[src/rtl/uvrm_ram.sv]
`timescale 1ns / 1ps
// ----------------------------------------------------------------------------
// Generic simple dual-port RAM
// One write port and one read port with registered read data.
// ----------------------------------------------------------------------------
module uvrm_ram #(
    parameter int WIDTH = 32,
    parameter int DEPTH = 16,
    localparam int AW = (DEPTH > 1) ? $clog2(DEPTH) : 1
) (
    input  logic             aclk,
    input  logic             wr_en,
    input  logic [AW-1:0]    wr_addr,
    input  logic [WIDTH-1:0] wr_data,
    input  logic [AW-1:0]    rd_addr,
    output logic [WIDTH-1:0] rd_data
);

    logic [WIDTH-1:0] mem [DEPTH];

    always_ff @(posedge aclk) begin
        if (wr_en) begin
            mem[wr_addr] <= wr_data;
        end
        rd_data <= mem[rd_addr];
    end

endmodule

[config.mk]
export PLATFORM = sky130hd
export DESIGN_NAME = uvrm_ram
export DESIGN_NICKNAME = d
export VERILOG_FILES = /design/src/rtl/uvrm_ram.sv
export SDC_FILE = /design/constraint.sdc
export NUM_CORES = 1
export LEC_CHECK = 0
export BUFFER_PORTS_ARGS = -buffer_cell sky130_fd_sc_hd__buf_2
export CORE_UTILIZATION = 35
export CTS_CLUSTER_DIAMETER = 80
export DETAILED_ROUTE_END_ITERATION = 6
export HOLD_SLACK_MARGIN = 0.12
export PLACE_DENSITY_LB_ADDON = 0.05
export SKIP_CTS_REPAIR_TIMING = 1
export SYNTH_ARGS = -nofsm -noshare
export SYNTH_HDL_FRONTEND = slang
export SYNTH_SLANG_ARGS = --single-unit
[constraint.sdc]
create_clock -name aclk -period 9.08 [get_ports aclk]
set_input_delay 1.362 -clock aclk [delete_from_list [all_inputs] [get_ports aclk]]
set_output_delay 1.362 -clock aclk [all_outputs]
set_load 0.01 [all_outputs]
==> results by group <==
Worst setup path
  • Total stage count of the critical path: 5
  • Crit-path cells: clkbuf_8 > buf_4 > mux4_2 > a22oi_1 > nand2_1
  • Critical path endpoint category: flop
  • Critical path class: primary input to flop
  • Flop2flop setup slack: 7720 ps
  • Library cell contributing the largest single delay on the critical path: sky130_fd_sc_hd__buf_4
  • Crit start category: primary input
  • Largest fanout on the critical path: 63
  • Data required time of the worst path: 9560 ps
  • Sum of buffers and inverters on the critical path: 2
  • WP data arrival: 3710 ps
  • Family with the most delay on the worst path: buffers and inverters
  • Largest stage delay on the critical path: 740 ps
  • Worst Reg2Reg Path Length in Cells: 3

Clock network
  • Clock insertion delay at the later pin of the skew report: 600 ps
  • Clk buf depth: 3
  • CTS tree: yes
  • Number of sinks on the clock net: 544
  • Buffer type at the clock tree root: sky130_fd_sc_hd__clkbuf_16
  • Worst-path clk slew: 60 ps
  • Number of H-tree levels: 2
  • CTS Buf Count: 59

Route
  • Number of detailed-routing iterations run before antenna repair: 5
  • Wire length reported by the detailed router: 47500 µm
  • Drt initial violations: 676
  • Via total after detailed routing: 8931
  • Number of vias per cell: 5.09
  • Average wire length per cell after detail routing: 27.1 µm
  • Residual DRC count: 0
  • DRT antenna net count: 0

Synthesis
  • Sequential fraction of the synthesis area: 80.7%
  • Share of async-settable or async-resettable flops after synthesis: 0%
  • Count of different cell masters after synthesis: 18
  • EDFF count, synth: 512
  • Cells after Synth: 838
  • Post-synthesis area per instance: 23.7 µm²
  • Dominant cell by count in the synthesized netlist: sky130_fd_sc_hd__edfxtp_1
  • Post-synth design cell area: 19900 µm²
  • Most numerous cell types in the synthesized netlist: 512 x sky130_fd_sc_hd__edfxtp_1, 128 x sky130_fd_sc_hd__mux4_2, 64 x sky130_fd_sc_hd__a22oi_1
  • Cell accounting for the most synthesized area: sky130_fd_sc_hd__edfxtp_1
  • Primary flip-flop cell chosen by synthesis mapping: sky130_fd_sc_hd__edfxtp_1
  • Share of Yosys cell area claimed by the top area cell type: 77.4%
  • Net count of the mapped netlist: 880
  • Biggest area contributors in the synthesized netlist: sky130_fd_sc_hd__edfxtp_1 77%, sky130_fd_sc_hd__mux4_2 15%, sky130_fd_sc_hd__dfxtp_1 3.2%
  • Synthesized flop and latch total: 544
  • Synth Warn #: 0

Place
  • Minimum setup slack after placement: 5130 ps
  • Detail Placement HPWL: 22600 µm
  • Count of buffers inserted at the top-level ports: 73
  • Area post-placement: 21300 µm²
  • Final weighted congestion in routability-driven placement: 0.683

Pwr
  • Power density of the placed cells: 238 nW/µm²
  • Proportion of power drawn by the clock network: 44.5%
  • Cell Int Power: 4.42 mW
  • Leakage power figure: 7.43 nW
  • Sequential cell fraction of total power: 51.0%
  • Share of power burned in combinational logic: 4.5%
  • Worst-case vdd ir drop: 0.178 mV
  • Fraction of power spent switching nets: 20.1%
  • Net Sw Power: 1.11 mW

STA
  • Clock period minus final worst setup slack: 3240 ps
  • Slew at the pin closest to its max-slew limit: 835 ps
  • Aggregate negative setup slack: 0 ps
  • Count of final max-slew check failures: 0
  • Worst max-slew margin expressed relative to the limit: 44.3%
  • Highest achievable clock rate: 309 MHz
  • Number of setup violations in the final report: 0
  • Final hold viol count: 0
  • Clock tree skew after final layout: 14.5 ps
  • Final Worst Setup Slack: 5840 ps
  • RSZ-0062 raised after global routing: no
  • Period utilisation layout: 35.6%

Global routing
  • Global-route wire length before repair: 68100 µm
  • Largest net degree at the start of global routing: 64
  • Initial antenna violation count: 4
  • Remaining global-route overflow: 0
  • Via count of the first global-routing pass: 9932
  • GRT Total Usage: 17.0%

Final layout
  • Layout fillers: 4848
  • Combined area of the multi-input logic cells: 3750 µm²
  • Total non-filler cell area in the finished layout: 23300 µm²
  • Share of layout cells above drive strength 1: 33.3%
  • Register area: 16000 µm²
  • Layout Nets: 997
  • Growth of design area from synthesis to finish: 17.3%

Floorplan
  • Die area: 57700 µm²
  • Overall die height: 240 µm
  • Standard-cell rows: 86
  • Top-level I/O count: 74
  • Starting utilization of the core area: 35.8%
  • Standard cell core area: 55500 µm²
  • Die Width: 240 µm

Outcome
  • Status: completed

Min path
  • Cell count of the worst hold path: 3
  • Hold WC Path Type: flop to flop

Job
  • Number of max-cap violations: 0
[worst reg2reg max path: stages (launching register included)]
cell                       delay (ps)
sky130_fd_sc_hd__edfxtp_1         380
sky130_fd_sc_hd__mux4_2           470
sky130_fd_sc_hd__a22oi_1          230
sky130_fd_sc_hd__nand2_1          150
[through the flow]
step           power [mW]  instances  util, %  hold slack [ps]
2_1_floorplan        3.02        838        -              635
3_3_place_gp         3.13       1642     38.3              648
3_5_place_dp         3.14       1642     38.3              660
4_1_cts              5.61       1752     41.9              673
5_1_grt              5.71       1753     41.9              695
6_report             5.54       1753     41.9              666
[placed cells by master, fill, tap and decap left out, drive strengths merged]
| cell | n |
|---|---|
| edfxtp | 512 |
| mux4 | 128 |
| buf | 98 |
| clkbuf | 83 |
| a22oi | 64 |
| nand2 | 33 |
| dfxtp | 32 |
| nor2 | 13 |
| clkinv | 13 |
| bufinv | 10 |
| nor3 | 4 |
| clkinvlp | 4 |
| nor2b | 2 |
| nand3b | 2 |
| nand2b | 2 |
| diode | 1 |
| and2 | 1 |
| nand3 | 1 |
| or3b | 1 |
| inv | 1 |
[final cells by class]
type | instances | share of cell area (%)
sequential | 544 | 68.8
clock buffer | 82 | 6.93
multi-input combinational | 251 | 16.1
antenna | 1 | 0.0107
tap | 748 | 4.02
timing repair buffer | 99 | 2.46
clock inverter | 28 | 1.70
[cell families after synthesis]
family | count (synthesis) | share of synthesized area (%)
simple gates | 59 | 1.27
compound gates | 64 | 2.42
buf+inv | 43 | 1.12
mux | 128 | 14.5
flops | 544 | 80.7
[routing by layer]
metal	track usage [%]	vias up	wire length, µm
met5	0	-	39
met4	3.94	6	827
met3	3.56	62	2070
met2	28.1	192	23400
met1	23.0	4857	21200
li1	-	3814	-
[sequential cells by signal, summed over array words and instances (netlist names)]
name     cells
rd_data     32
mem        512
[power by group through the flow]
stage                     Clock (mW)  Combinational, mW  Sequential (mW)
after global placement             0              0.250             2.88
after CTS                       2.53              0.257             2.83
after detailed placement           0              0.256             2.88
after global routing            2.61              0.272             2.83
final                           2.46              0.249             2.82
after floorplan                    0              0.135             2.88
[worst paths after layout]
path / startpoint / to
setup / recovery: rd_addr[0] / rd_data[26]
hold / removal: mem[14][22] / rd_data[22]
setup reg to reg: mem[10][18] / rd_data[18]
hold reg to reg: mem[14][22] / rd_data[22]
(Power assumes the default switching activity.)
